$ cat config.mk
export PLATFORM = sky130hd
export DESIGN_NAME = joystick_average_deadzone_angle_top_flat
export DESIGN_NICKNAME = d
export VERILOG_FILES = /design/src/hdl/jada_pkg.sv /design/src/hdl/jada_if.sv /design/src/hdl/jada_accum.sv /design/src/hdl/jada_front.sv /design/src/hdl/jada_cordic_cell.sv /design/src/hdl/joystick_average_deadzone_angle_top.sv /design/src/flat_wrapper.sv
export SDC_FILE = /design/constraint.sdc
export NUM_CORES = 2
export LEC_CHECK = 0
export BUFFER_PORTS_ARGS = -buffer_cell sky130_fd_sc_hd__clkbuf_2
export CORE_MARGIN = 10
export CORE_UTILIZATION = 60
export DETAILED_ROUTE_END_ITERATION = 7
export PLACE_DENSITY = 0.76
export SYNTH_ARGS = -nofsm -noshare
export SYNTH_HDL_FRONTEND = slang
export SYNTH_SLANG_ARGS = --single-unit
$ cat constraint.sdc
create_clock -name clk -period 64.6 [get_ports clk]
set_input_delay 6.46 -clock clk [delete_from_list [all_inputs] [get_ports clk]]
set_output_delay 6.46 -clock clk [all_outputs]
set_load 0.02 [all_outputs]
$ cat src/hdl/jada_pkg.sv
package jada_pkg;

  localparam int SAMPLE_BITS  = 12;
  localparam int AVG_LEN      = 10;
  localparam int CORDIC_STEPS = 14;

  localparam int SUM_W   = 16;
  localparam int CNT_W   = 4;
  localparam int DZ_W    = 26;
  localparam int ANGLE_W = 16;
  localparam int STEP_W  = 5;

  // sum / AVG_LEN as a multiply by a rounded-up reciprocal and a shift
  localparam int RECIP_SHIFT = 19;
  localparam int RECIP_W     = 16;
  localparam int AVG_RECIP   = ((1 << RECIP_SHIFT) + AVG_LEN - 1) / AVG_LEN;
  localparam int PROD_W      = SUM_W + RECIP_W;

  localparam int DELTA_W = SAMPLE_BITS + 1;
  localparam int DSQ_W   = 2 * DELTA_W;

  localparam int CORDIC_SCALE = 16;
  localparam int CW           = SAMPLE_BITS + CORDIC_SCALE + 3;

  localparam int HALF_PI_Q13 = 12868;
  localparam int PI_Q13      = 25736;

  localparam int CFG_IDX_W  = 2;
  localparam int CFG_DATA_W = DZ_W;

  typedef enum logic [CFG_IDX_W-1:0] {
    CFG_CENTER_X    = 2'd0,
    CFG_CENTER_Y    = 2'd1,
    CFG_DEADZONE_SQ = 2'd2
  } cfg_idx_t;

  typedef struct packed {
    logic             valid;
    logic [SUM_W-1:0] sum_x;
    logic [SUM_W-1:0] sum_y;
  } sum_beat_t;

  typedef struct packed {
    logic                      valid;
    logic                      moving;
    logic [SAMPLE_BITS-1:0]    avg_x;
    logic [SAMPLE_BITS-1:0]    avg_y;
    logic signed [CW-1:0]      x;
    logic signed [CW-1:0]      y;
    logic signed [ANGLE_W-1:0] z;
  } cordic_beat_t;

  // atan(2^-i) in Q3.13, rounded to nearest
  function automatic logic signed [ANGLE_W-1:0] atan_q13(input logic [STEP_W-1:0] i);
    logic signed [ANGLE_W-1:0] v;
    case (i)
      5'd0:    v = 16'sd6434;
      5'd1:    v = 16'sd3798;
      5'd2:    v = 16'sd2007;
      5'd3:    v = 16'sd1019;
      5'd4:    v = 16'sd511;
      5'd5:    v = 16'sd256;
      5'd6:    v = 16'sd128;
      5'd7:    v = 16'sd64;
      5'd8:    v = 16'sd32;
      5'd9:    v = 16'sd16;
      5'd10:   v = 16'sd8;
      5'd11:   v = 16'sd4;
      5'd12:   v = 16'sd2;
      5'd13:   v = 16'sd1;
      default: v = 16'sd0;
    endcase
    return v;
  endfunction

endpackage

$ cat src/hdl/jada_if.sv
interface jada_in_if;
  logic                             valid;
  logic                             ready;
  logic [jada_pkg::SAMPLE_BITS-1:0] sample_x;
  logic [jada_pkg::SAMPLE_BITS-1:0] sample_y;

  modport source (output valid, output sample_x, output sample_y, input ready);
  modport sink   (input valid, input sample_x, input sample_y, output ready);
endinterface

interface jada_out_if;
  logic                                valid;
  logic                                ready;
  logic                                moving;
  logic signed [jada_pkg::ANGLE_W-1:0] angle;
  logic [jada_pkg::SAMPLE_BITS-1:0]    avg_x;
  logic [jada_pkg::SAMPLE_BITS-1:0]    avg_y;

  modport source (output valid, output moving, output angle, output avg_x, output avg_y,
                  input ready);
  modport sink   (input valid, input moving, input angle, input avg_x, input avg_y,
                  output ready);
endinterface

interface jada_cfg_if;
  logic                            valid;
  logic                            ready;
  logic [jada_pkg::CFG_IDX_W-1:0]  index;
  logic [jada_pkg::CFG_DATA_W-1:0] data;

  modport source (output valid, output index, output data, input ready);
  modport sink   (input valid, input index, input data, output ready);
endinterface

$ cat src/hdl/jada_accum.sv
module jada_accum (
  input  logic                clk,
  input  logic                rst_n,
  input  logic                adv,
  jada_in_if.sink             in_ch,
  output jada_pkg::sum_beat_t sum_beat
);
  import jada_pkg::*;

  logic [SUM_W-1:0] sum_x_r, sum_x_nxt;
  logic [SUM_W-1:0] sum_y_r, sum_y_nxt;
  logic [CNT_W-1:0] count_r, count_nxt;
  logic             beat_valid_r;
  logic [SUM_W-1:0] out_x_r, out_y_r;
  logic             last;
  logic             accept;
  logic [SUM_W-1:0] add_x, add_y;

  assign last   = (count_r == CNT_W'(AVG_LEN - 1));
  // the closing pair of a block needs room in the pipeline; take nothing in reset
  assign in_ch.ready = rst_n && (!last || adv);
  assign accept = in_ch.valid && in_ch.ready;

  assign add_x = sum_x_r + SUM_W'(in_ch.sample_x);
  assign add_y = sum_y_r + SUM_W'(in_ch.sample_y);

  always_comb begin
    sum_x_nxt = sum_x_r;
    sum_y_nxt = sum_y_r;
    count_nxt = count_r;
    if (accept) begin
      if (last) begin
        sum_x_nxt = '0;
        sum_y_nxt = '0;
        count_nxt = '0;
      end else begin
        sum_x_nxt = add_x;
        sum_y_nxt = add_y;
        count_nxt = count_r + CNT_W'(1);
      end
    end
  end

  always_ff @(posedge clk) begin
    if (!rst_n) begin
      sum_x_r      <= '0;
      sum_y_r      <= '0;
      count_r      <= '0;
      beat_valid_r <= 1'b0;
    end else begin
      sum_x_r <= sum_x_nxt;
      sum_y_r <= sum_y_nxt;
      count_r <= count_nxt;
      if (adv) begin
        beat_valid_r <= accept && last;
      end
    end
  end

  always_ff @(posedge clk) begin
    if (adv) begin
      out_x_r <= add_x;
      out_y_r <= add_y;
    end
  end

  assign sum_beat.valid = beat_valid_r;
  assign sum_beat.sum_x = out_x_r;
  assign sum_beat.sum_y = out_y_r;

`ifndef ASSERT_OFF
  a_count_range: assert property (@(posedge clk) disable iff (!rst_n)
    count_r < CNT_W'(AVG_LEN))
    else $error("block count past its length");

  a_block_clear: assert property (@(posedge clk) disable iff (!rst_n)
    accept && last |=> sum_x_r == '0 && sum_y_r == '0 && count_r == '0 && beat_valid_r)
    else $error("block end did not clear sums or launch a beat");
`endif

endmodule

$ cat src/hdl/jada_front.sv
module jada_front (
  input  logic                                clk,
  input  logic                                rst_n,
  input  logic                                adv,
  input  jada_pkg::sum_beat_t                 sum_beat,
  input  logic [jada_pkg::SAMPLE_BITS-1:0]    center_x,
  input  logic [jada_pkg::SAMPLE_BITS-1:0]    center_y,
  input  logic [jada_pkg::DZ_W-1:0]           deadzone_sq,
  output jada_pkg::cordic_beat_t              cell_beat
);
  import jada_pkg::*;

  // average
  logic [PROD_W-1:0]      prod_x, prod_y;
  logic                   v1_r;
  logic [SAMPLE_BITS-1:0] ax1_r, ay1_r;

  // deltas and squares
  logic signed [DELTA_W-1:0] dx_nxt, dy_nxt;
  logic signed [DSQ_W-1:0]   sqx_nxt, sqy_nxt;
  logic                      v2_r;
  logic [SAMPLE_BITS-1:0]    ax2_r, ay2_r;
  logic signed [DELTA_W-1:0] dx2_r, dy2_r;
  logic signed [DSQ_W-1:0]   sqx2_r, sqy2_r;

  // compare and pre-rotation
  logic [DSQ_W:0]            rad_sq;
  logic signed [CW-1:0]      dx_w, dy_w;
  logic signed [CW-1:0]      x0_nxt, y0_nxt;
  logic signed [ANGLE_W-1:0] z0_nxt;
  logic                      v3_r;
  cordic_beat_t              beat3_r;

  assign prod_x = PROD_W'(sum_beat.sum_x) * PROD_W'(AVG_RECIP);
  assign prod_y = PROD_W'(sum_beat.sum_y) * PROD_W'(AVG_RECIP);

  assign dx_nxt  = $signed({1'b0, center_x}) - $signed({1'b0, ax1_r});
  assign dy_nxt  = $signed({1'b0, ay1_r}) - $signed({1'b0, center_y});
  assign sqx_nxt = DSQ_W'(dx_nxt) * DSQ_W'(dx_nxt);
  assign sqy_nxt = DSQ_W'(dy_nxt) * DSQ_W'(dy_nxt);

  assign rad_sq = {1'b0, $unsigned(sqx2_r)} + {1'b0, $unsigned(sqy2_r)};
  assign dx_w   = CW'(dx2_r) <<< CORDIC_SCALE;
  assign dy_w   = CW'(dy2_r) <<< CORDIC_SCALE;

  // turn the vector into the right half plane
  always_comb begin
    x0_nxt = dx_w;
    y0_nxt = dy_w;
    z0_nxt = '0;
    if (dx2_r < 0) begin
      if (dy2_r >= 0) begin
        x0_nxt = dy_w;
        y0_nxt = -dx_w;
        z0_nxt = ANGLE_W'(HALF_PI_Q13);
      end else begin
        x0_nxt = -dy_w;
        y0_nxt = dx_w;
        z0_nxt = -ANGLE_W'(HALF_PI_Q13);
      end
    end
  end

  always_ff @(posedge clk) begin
    if (!rst_n) begin
      v1_r <= 1'b0;
      v2_r <= 1'b0;
      v3_r <= 1'b0;
    end else if (adv) begin
      v1_r <= sum_beat.valid;
      v2_r <= v1_r;
      v3_r <= v2_r;
    end
  end

  always_ff @(posedge clk) begin
    if (adv) begin
      ax1_r <= prod_x[RECIP_SHIFT +: SAMPLE_BITS];
      ay1_r <= prod_y[RECIP_SHIFT +: SAMPLE_BITS];

      ax2_r  <= ax1_r;
      ay2_r  <= ay1_r;
      dx2_r  <= dx_nxt;
      dy2_r  <= dy_nxt;
      sqx2_r <= sqx_nxt;
      sqy2_r <= sqy_nxt;

      beat3_r.valid  <= 1'b0;
      beat3_r.moving <= rad_sq > {1'b0, deadzone_sq};
      beat3_r.avg_x  <= ax2_r;
      beat3_r.avg_y  <= ay2_r;
      beat3_r.x      <= x0_nxt;
      beat3_r.y      <= y0_nxt;
      beat3_r.z      <= z0_nxt;
    end
  end

  always_comb begin
    cell_beat       = beat3_r;
    cell_beat.valid = v3_r;
  end

endmodule

$ cat src/hdl/jada_cordic_cell.sv
module jada_cordic_cell (
  input  logic                        clk,
  input  logic                        rst_n,
  input  logic                        adv,
  input  logic [jada_pkg::STEP_W-1:0] step,
  input  jada_pkg::cordic_beat_t      beat_in,
  output jada_pkg::cordic_beat_t      beat_out
);
  import jada_pkg::*;

  logic signed [CW-1:0]      x_in, y_in, xs, ys;
  logic signed [ANGLE_W-1:0] z_in, rot;
  cordic_beat_t              nxt;
  cordic_beat_t              data_r;
  logic                      valid_r;

  assign x_in = beat_in.x;
  assign y_in = beat_in.y;
  assign z_in = beat_in.z;
  assign xs   = x_in >>> step;
  assign ys   = y_in >>> step;
  assign rot  = atan_q13(step);

  // one vectoring micro-rotation: drive y toward zero
  always_comb begin
    nxt = beat_in;
    if (y_in > 0) begin
      nxt.x = x_in + ys;
      nxt.y = y_in - xs;
      nxt.z = z_in + rot;
    end else begin
      nxt.x = x_in - ys;
      nxt.y = y_in + xs;
      nxt.z = z_in - rot;
    end
  end

  always_ff @(posedge clk) begin
    if (!rst_n) begin
      valid_r <= 1'b0;
    end else if (adv) begin
      valid_r <= beat_in.valid;
    end
  end

  always_ff @(posedge clk) begin
    if (adv) begin
      data_r <= nxt;
    end
  end

  always_comb begin
    beat_out       = data_r;
    beat_out.valid = valid_r;
  end

endmodule

$ cat src/hdl/joystick_average_deadzone_angle_top.sv
// A result for the pair that closes a block of ten passes, once that pair is accepted, through
// the sum register, three front stages, one cell per CORDIC step and the output register.
// Throughput: one pair per cycle (closing pairs wait out stalls); one result per ten pairs.
// The pipeline advances only while the output register is empty or being taken.
// Reset (rst_n low, synchronous) clears sums, count and all beat-valid flags and loads
// center_x = center_y = 2050 and deadzone_sq = 1000000.
module joystick_average_deadzone_angle_top (
  input  logic        clk,
  input  logic        rst_n,
  jada_in_if.sink     in_ch,
  jada_out_if.source  out_ch,
  jada_cfg_if.sink    cfg_ch
);
  import jada_pkg::*;

  logic [SAMPLE_BITS-1:0] center_x_r, center_y_r;
  logic [DZ_W-1:0]        deadzone_sq_r;

  logic                      adv;
  sum_beat_t                 sum_beat;
  cordic_beat_t              cell_bus [CORDIC_STEPS+1];
  cordic_beat_t              tail;
  logic signed [ANGLE_W-1:0] z_sat;

  logic                      out_valid_r;
  logic                      out_moving_r;
  logic signed [ANGLE_W-1:0] out_angle_r;
  logic [SAMPLE_BITS-1:0]    out_avg_x_r, out_avg_y_r;

  // configuration; hold off writes in reset
  assign cfg_ch.ready = rst_n;

  always_ff @(posedge clk) begin
    if (!rst_n) begin
      center_x_r    <= SAMPLE_BITS'(2050);
      center_y_r    <= SAMPLE_BITS'(2050);
      deadzone_sq_r <= DZ_W'(1000 * 1000);
    end else if (cfg_ch.valid) begin
      case (cfg_ch.index)
        CFG_CENTER_X:    center_x_r    <= cfg_ch.data[SAMPLE_BITS-1:0];
        CFG_CENTER_Y:    center_y_r    <= cfg_ch.data[SAMPLE_BITS-1:0];
        CFG_DEADZONE_SQ: deadzone_sq_r <= cfg_ch.data[DZ_W-1:0];
        default: ;
      endcase
    end
  end

  assign adv = !out_valid_r || out_ch.ready;

  jada_accum u_accum (
    .clk      (clk),
    .rst_n    (rst_n),
    .adv      (adv),
    .in_ch    (in_ch),
    .sum_beat (sum_beat)
  );

  jada_front u_front (
    .clk         (clk),
    .rst_n       (rst_n),
    .adv         (adv),
    .sum_beat    (sum_beat),
    .center_x    (center_x_r),
    .center_y    (center_y_r),
    .deadzone_sq (deadzone_sq_r),
    .cell_beat   (cell_bus[0])
  );

  for (genvar g = 0; g < CORDIC_STEPS; g++) begin : g_cell
    jada_cordic_cell u_cell (
      .clk      (clk),
      .rst_n    (rst_n),
      .adv      (adv),
      .step     (STEP_W'(g)),
      .beat_in  (cell_bus[g]),
      .beat_out (cell_bus[g+1])
    );
  end

  assign tail = cell_bus[CORDIC_STEPS];

  always_comb begin
    z_sat = tail.z;
    if (tail.z > ANGLE_W'(PI_Q13)) begin
      z_sat = ANGLE_W'(PI_Q13);
    end else if (tail.z < -ANGLE_W'(PI_Q13)) begin
      z_sat = -ANGLE_W'(PI_Q13);
    end
  end

  always_ff @(posedge clk) begin
    if (!rst_n) begin
      out_valid_r <= 1'b0;
    end else if (adv) begin
      out_valid_r <= tail.valid;
    end
  end

  always_ff @(posedge clk) begin
    if (adv) begin
      out_moving_r <= tail.moving;
      out_angle_r  <= tail.moving ? z_sat : '0;
      out_avg_x_r  <= tail.avg_x;
      out_avg_y_r  <= tail.avg_y;
    end
  end

  assign out_ch.valid  = out_valid_r;
  assign out_ch.moving = out_moving_r;
  assign out_ch.angle  = out_angle_r;
  assign out_ch.avg_x  = out_avg_x_r;
  assign out_ch.avg_y  = out_avg_y_r;

`ifndef ASSERT_OFF
  a_still_zero_angle: assert property (@(posedge clk) disable iff (!rst_n)
    out_valid_r && !out_moving_r |-> out_angle_r == '0)
    else $error("angle nonzero inside dead zone");

  a_angle_range: assert property (@(posedge clk) disable iff (!rst_n)
    out_valid_r |-> out_angle_r <= PI_Q13 && out_angle_r >= -PI_Q13)
    else $error("angle outside saturation range");
`endif

endmodule
$ cat src/flat_wrapper.sv
// flat-port wrapper written by rule: the top's interface ports become plain ports
module joystick_average_deadzone_angle_top_flat import jada_pkg::*;
  (clk, rst_n, in_ch_valid, in_ch_sample_x, in_ch_sample_y, in_ch_ready, out_ch_valid, out_ch_moving, out_ch_angle, out_ch_avg_x, out_ch_avg_y, out_ch_ready, cfg_ch_valid, cfg_ch_index, cfg_ch_data, cfg_ch_ready);
  jada_in_if in_ch_i ();
  jada_out_if out_ch_i ();
  jada_cfg_if cfg_ch_i ();
  input  logic clk;
  input  logic rst_n;
  input wire logic [$bits(in_ch_i.valid)-1:0] in_ch_valid;
  input wire logic [$bits(in_ch_i.sample_x)-1:0] in_ch_sample_x;
  input wire logic [$bits(in_ch_i.sample_y)-1:0] in_ch_sample_y;
  output wire logic [$bits(in_ch_i.ready)-1:0] in_ch_ready;
  output wire logic [$bits(out_ch_i.valid)-1:0] out_ch_valid;
  output wire logic [$bits(out_ch_i.moving)-1:0] out_ch_moving;
  output wire logic [$bits(out_ch_i.angle)-1:0] out_ch_angle;
  output wire logic [$bits(out_ch_i.avg_x)-1:0] out_ch_avg_x;
  output wire logic [$bits(out_ch_i.avg_y)-1:0] out_ch_avg_y;
  input wire logic [$bits(out_ch_i.ready)-1:0] out_ch_ready;
  input wire logic [$bits(cfg_ch_i.valid)-1:0] cfg_ch_valid;
  input wire logic [$bits(cfg_ch_i.index)-1:0] cfg_ch_index;
  input wire logic [$bits(cfg_ch_i.data)-1:0] cfg_ch_data;
  output wire logic [$bits(cfg_ch_i.ready)-1:0] cfg_ch_ready;
  assign in_ch_i.valid = in_ch_valid;
  assign in_ch_i.sample_x = in_ch_sample_x;
  assign in_ch_i.sample_y = in_ch_sample_y;
  assign in_ch_ready = in_ch_i.ready;
  assign out_ch_valid = out_ch_i.valid;
  assign out_ch_moving = out_ch_i.moving;
  assign out_ch_angle = out_ch_i.angle;
  assign out_ch_avg_x = out_ch_i.avg_x;
  assign out_ch_avg_y = out_ch_i.avg_y;
  assign out_ch_i.ready = out_ch_ready;
  assign cfg_ch_i.valid = cfg_ch_valid;
  assign cfg_ch_i.index = cfg_ch_index;
  assign cfg_ch_i.data = cfg_ch_data;
  assign cfg_ch_ready = cfg_ch_i.ready;
  joystick_average_deadzone_angle_top u_core (.clk(clk), .rst_n(rst_n), .in_ch(in_ch_i), .out_ch(out_ch_i), .cfg_ch(cfg_ch_i));
endmodule
## Word level (Yosys, flattened, before mapping)

Memories as Yosys holds them, arrays and structs flattened.
Index checks and enable logic that the tools add are counted.

| cells by class | value |
|---|---|
| $add $sub $neg | 87 |
| multipliers | 4 |
| $lt $le $gt $ge | 19 |
| equality and inequality tests | 3 |
| multiplexer cells | 24 |
| bitwise logic cells | 2 |
| reductions and logical operators | 15 |

Operators with widths:

| cell | number |
|---|---|
| $mux W78 | 13 |
| $gt A31 B1 Y1 const B | 14 |
| $add A16 B16 Y16 | 14 |
| $sub A16 B16 Y16 | 14 |
| $mux W31 | 4 |
| $mux W16 | 5 |
| $add A31 B19 Y31 | 2 |
| $add A31 B20 Y31 | 2 |
| $add A31 B21 Y31 | 2 |
| $add A31 B22 Y31 | 2 |
| $add A31 B23 Y31 | 2 |
| $add A31 B24 Y31 | 2 |
| $add A31 B25 Y31 | 2 |
| $add A31 B26 Y31 | 2 |
| $add A31 B27 Y31 | 2 |
| $add A31 B28 Y31 | 2 |
| $add A31 B29 Y31 | 2 |
| $add A31 B30 Y31 | 2 |
| $mul A16 B16 Y31 const B | 2 |
| $neg A29 Y31 | 2 |
| $sub A31 B19 Y31 | 2 |
| $sub A31 B20 Y31 | 2 |
| $sub A31 B21 Y31 | 2 |
| $sub A31 B22 Y31 | 2 |
| 33 further kinds | 54 |

| storage, ports and cells | value |
|---|---|
| register bits | 1756 |
| memory bits (read-only) | 2912 |
| logic and storage cells | 298 |
| memories kept | 14 |

Memories:

| memory | depth | width | rd ports | clocked after Yosys merged registers in | wr ports | line | source |
|---|---|---|---|---|---|---|---|
| (no name shown) | 16 | 13 | 1 | 0 | 0 | jada_pkg.sv:56 | `case (i)` |
| (no name shown) | 16 | 13 | 1 | 0 | 0 | jada_pkg.sv:56 |  |
| (no name shown) | 16 | 13 | 1 | 0 | 0 | jada_pkg.sv:56 |  |
| (no name shown) | 16 | 13 | 1 | 0 | 0 | jada_pkg.sv:56 |  |
| (no name shown) | 16 | 13 | 1 | 0 | 0 | jada_pkg.sv:56 |  |
| (no name shown) | 16 | 13 | 1 | 0 | 0 | jada_pkg.sv:56 |  |
| +8 memories | -- | -- | -- | -- | -- | -- |  |

## Longest topological paths before layout

| depth | value |
|---|---|
| depth after elaboration | 6 |
| mapped depth | 37 |

## Modules after synthesis

Synthesis repeated with hierarchy kept, for this count alone.

| unflattened totals | value |
|---|---|
| cell total of the unflattened synthesis | 23065 |
| area total of the unflattened synthesis | 222353.3 um^2 |

Modules (own cells, without submodules):

| module | times used | cells each | area an instance (um^2) | seq. area each (um^2) |
|---|---|---|---|---|
| jada_cordic_cell at u_core.g_cell[3].u_cell ... | 3 | 1406 | 13416.6 | 3113.0 |
| jada_cordic_cell at u_core.g_cell[7].u_cell ... | 3 | 1412 | 13146.4 | 3113.0 |
| jada_front | 1 | 2843 | 29191.7 | 5465.2 |
| jada_cordic_cell at u_core.g_cell[12].u_cell ... | 2 | 1427 | 13505.5 | 3113.0 |
| jada_cordic_cell at u_core.g_cell[0].u_cell ... | 2 | 1338 | 12882.4 | 3113.0 |
| jada_cordic_cell at u_core.g_cell[2].u_cell | 1 | 1424 | 13629.3 | 3113.0 |
| jada_cordic_cell at u_core.g_cell[10].u_cell | 1 | 1381 | 13452.9 | 3113.0 |
| jada_cordic_cell at u_core.g_cell[11].u_cell | 1 | 1415 | 13350.3 | 3113.0 |
| jada_cordic_cell at u_core.g_cell[6].u_cell | 1 | 1357 | 13135.1 | 3113.0 |
| jada_accum | 1 | 337 | 3597.2 | 1701.6 |
| joystick_average_deadzone_angle_top | 1 | 324 | 3532.1 | 2252.2 |

## Worst setup path after synthesis

No wires, ideal clock.

| timing path | value |
|---|---|
| path kind | input-to-reg |
| start point | input port out_ch_ready |
| end point | register u_core.g_cell[0].u_cell.data_r, in the netlist u_core.g_cell[0].u_cell.beat_out[100] (enable) |
| data arrival time | 45.616 ns |
| slack | 16.613 ns |
| stages on the path | 3 |
| cell sequence | nor2b_1 clkinv_1 clkbuf_1 |

| between the ends | value |
|---|---|
| word-level cells in the longest chain between the ends | 1 |

Ends and longest elaborated chain:

| what | line | source |
|---|---|---|
| start, declared | flat_wrapper.sv:18 | `input wire logic [$bits(out_ch_i.ready)-1:0] out_ch_ready;` |
| $logic_or A1 B1 Y1 | joystick_average_deadzone_angle_top.sv:48 | `assign adv = !out_valid_r \|\| out_ch.ready;` |
| via u_core.adv | joystick_average_deadzone_angle_top.sv:19 | `logic adv;` |
| end signal, assigned | jada_cordic_cell.sv:48 | `data_r <= nxt;` |
| end, declared | jada_cordic_cell.sv:14 | `cordic_beat_t data_r;` |

The timed path passes the listed nets, and every way through them passes these cells.
A chain may end at the register's enable or synchronous reset.

## Final worst setup path

| timing path | value |
|---|---|
| start point | input port out_ch_ready |
| end point | output port in_ch_ready |

| between the ends | value |
|---|---|
| word-level cells in the longest chain between the ends | 3 |

Ends and longest elaborated chain:

| what | line | source |
|---|---|---|
| $logic_or A1 B1 Y1 | joystick_average_deadzone_angle_top.sv:48 |  |
| $logic_or A1 B1 Y1 | jada_accum.sv:21 | `assign in_ch.ready = rst_n && (!last \|\| adv);` |
| $logic_and A1 B1 Y1 | jada_accum.sv:21 |  |
| end, declared | flat_wrapper.sv:12 | `output wire logic [$bits(in_ch_i.ready)-1:0] in_ch_ready;` |

Every way passes these cells.

==> impl_results.md <==
- Unique cell type count in the Yosys netlist: 90
- Beginning of the worst register-to-register path: u_core.u_front.ax1_r[0]
- Instance area at placement: about 120000 um^2
- Number of top-level design ports: between 100 and 150
- Number of rows created at floorplan: 160
- Fin Setup TNS: 0 ps
- Worst-case headroom to the max-slew limit: 17.3%
- Vias per cell: 5.88
- Netlist Area Pre-Place: 115000 um^2
- Number of instances in the synthesized netlist: 10800
- DRT antenna net count: 0
- Total length of routed wires: 258000 um
- Sum of met3 wire segment lengths after detailed routing: 11300 um
- Area share of the largest cell type after synthesis: 37.8%
- Core box area: 190000 um^2
- First-pass iteration count of the detailed router: 6
- Commonest cells in the synthesized netlist: 1445 x edfxtp_1, 1283 x ha_1, 1089 x inv_1
- Clock skew: 77.8 ps
- Post-CTS clock slew at the launch and capture registers of the worst setup and hold paths: 50 ps
- Biggest area contributors in the synthesized netlist: edfxtp_1 38%, ha_1 14%, fa_1 8.4%, xnor2_1 6.5%, inv_1 3.6%
- Library cell with the largest summed area after synthesis: edfxtp_1
- Slack of the worst reg-to-reg path: ~55000 ps
- Count of cells along the worst register-to-register path: 31
- Warnings from Yosys: 0
- Met2 layer wire length in the routed design: 127000 um
- Max-slew violation count: 0
- Signed area change from the synthesized netlist to the final layout: 8.14%
- Result of the run: finished clean
- Slew at the pin closest to its max-slew limit: 1230 ps
- Cts repair resizes: 0
- Vertical extent of the die: 457 um
- Starting Density: 60.4%
- RSZ-0062 raised after global routing: no
- Flop and latch count out of synthesis: 1550
- Number of global-route vias before repair: between 80000 and 90000
- # DRC: 0
- Critical Path Start: out_ch_ready
- Initial DRC count: between 5000 and 6000
- Biggest fanout along the worst timing path: 21
- Post-synth EDFFs: roughly 1400
- Count of buffers inserted at the top-level ports: 99
- Weighted congestion reported at the end of routability-driven placement: slightly below 1
- WP data arrival: roughly 7400 ps
- Fraction of final layout cells with drive strength greater than 1: 4.76%
- CTS Sinks: approximately 1600
- Routed wirelength normalized by instance count: ~19 um
- Total global routing track utilization: 24.3%
- Worst setup path endpoint: in_ch_ready
- Final HPWL from detailed placement: approximately 200000 um
- Number of clock buffers inserted by TritonCTS: 168
- Kind of critical path: in -> out
- Cell depth of the worst min-delay path: 0
- Post-Synthesis Mean Instance Area: about 11 um^2
- Share of synthesized registers carrying an async set or reset: 0%
- Initial antenna violation count: 2
- H-tree levels: 4
- Max Freq: a little over 0.07 GHz
- Reported max-cap violation count: 0
- Most used flip-flop cell after synthesis: edfxtp_1
- Number of buffers inserted for hold repair after clock tree synthesis: 0
- Routed length on met1: 108000 um
- Total die area: 209000 um^2
- Buffer depth of the longest clock path: 3
- Reg-to-reg critical path endpoint: u_core.u_front.sqx2_r[24]
- Highest layer used for signal routing: met5
- First-pass GRT wire length: around 420000 um
- Shortest period the worst path allows: 13840 ps
- Largest net degree at the start of global routing: a little under 100
- Clock tree root driver cell: clkbuf_16
- Final setup violation count: 0
- Die X-Extent: 457 um
- Overflow after GRT: 0
- Proportion of synthesized chip area in sequential cells: about two fifths
- Period Utilization, post-route: 21.4%
- Post-CTS repair timing setup buffer count: 0
- Worst Setup Start Kind: primary input
- Clock tree from TritonCTS: built
- Clock latency on the worst-skew pair: 870 ps
- Via count: 80500
- Required time reported for the critical path endpoint: 58140 ps
- Area of all placed cells without fillers: 124000 um^2
- Final number of hold-violating endpoints: 0
- Most repeated cell in the gate-level netlist after synthesis: edfxtp_1
- Critical path endpoint category: output pin
- Final net count: 12800
- Hold Crit Class: reg -> reg
critical path, stage by stage:
cell,delay [ps]
clkbuf_2,80
nor2b_1,30
buf_4,210
a21boi_0,340
clkbuf_2,250
cells by family (layout without fill, tap and decap cells):
group | Yosys count | in the layout | share of synthesized area (%)
buffers and inverters | 1266 | 1584 | 4.16
adder cells (fa/ha/maj) | 1766 | 1766 | 22.4
flip-flops | 1550 | 1550 | 39.6
other | 1 | 5 | 0.00327
XOR/XNOR | 1242 | 1242 | 9.48
AO/OA/AOI/OAI | 2386 | 2386 | 13.3
multiplexers | 39 | 39 | 0.354
AND/OR/NAND/NOR | 2594 | 2594 | 10.7
registers in the layout (all words and copies together) (netlist names), 13 cells and up:
| register | flops |
|---|---|
| u_core.deadzone_sq_r | 26 |
| u_core.g_cell.u_cell.beat_out | 1193 |
| u_core.g_cell.u_cell.valid_r | 14 |
| u_core.out_ch.angle | 15 |
| u_core.u_accum.out_x_r | 16 |
| u_core.u_accum.out_y_r | 16 |
| u_core.u_accum.sum_x_r | 16 |
| u_core.u_accum.sum_y_r | 16 |
| u_core.u_front.cell_beat | 58 |
| u_core.u_front.dx2_r | 13 |
| u_core.u_front.dy2_r | 13 |
| u_core.u_front.sqx2_r | 24 |
| u_core.u_front.sqy2_r | 24 |
area by class of cell:
type | count | area [um^2]
Timing Repair Buffer | 162 | 968
Inverter | 1109 | 4170
Antenna cell | 1 | 2.50
Multi-Input combinational cell | 8031 | 64600
Fill cell | 14700 | 66000
Clock inverter | 111 | 1380
Sequential cell | 1550 | 45500
Tap cell | 2511 | 3140
Clock buffer | 202 | 4410
layer usage:
metal,track usage (%),vias to the layer above
met2,42.3,2093
met4,11.0,2
met1,30.4,38800
met5,0,-
li1,-,39000
met3,3.00,619
placed cells by master (no fill, tap or decap), types with 129 or more instances in the layout:
cell	n
a21oi_1	726
ha_1	1283
nand3_1	150
clkbuf_16	171
edfxtp_1	1445
xor2_1	390
nor3_1	222
nand2_1	729
inv_1	1089
a21o_1	263
xnor2_1	851
o21ai_0	484
nor2_1	751
fa_1	483
o21bai_1	129
worst min path at each step:
| stage | slack (ps) | start | to |
|---|---|---|---|
| after CTS | 380 | u_core.g_cell[6].u_cell.beat_out[2] | u_core.g_cell[7].u_cell.beat_out[2] |
| after global placement | 400 | u_core.g_cell[3].u_cell.beat_out[79] | u_core.g_cell[4].u_cell.beat_out[79] |
| after floorplan | 400 | u_core.u_front.cell_beat[100] | u_core.g_cell[0].u_cell.beat_out[100] |
| final | 390 | u_core.g_cell[6].u_cell.beat_out[2] | u_core.g_cell[7].u_cell.beat_out[2] |
| after detailed placement | 400 | u_core.u_front.cell_beat[86] | u_core.g_cell[0].u_cell.beat_out[86] |
| after global routing | 400 | u_core.g_cell[6].u_cell.beat_out[2] | u_core.g_cell[7].u_cell.beat_out[2] |
stage by stage:
stage | hold slack, ps | util, % | cells | setup slack (ps)
after global routing | 400 | 65.3 | 13700 | 50700
after global placement | 400 | 62.2 | 13400 | 50790
after CTS | 384 | 65.3 | 13700 | 50780
after detailed placement | 405 | 62.2 | 13400 | 50780
after floorplan | 400 | - | 10800 | 16610
final | 395 | 65.3 | 13700 | 50760
Power is left out: the tool's default activity adds up to more than one toggle a clock period on the data nets, which glitch-free logic cannot reach.
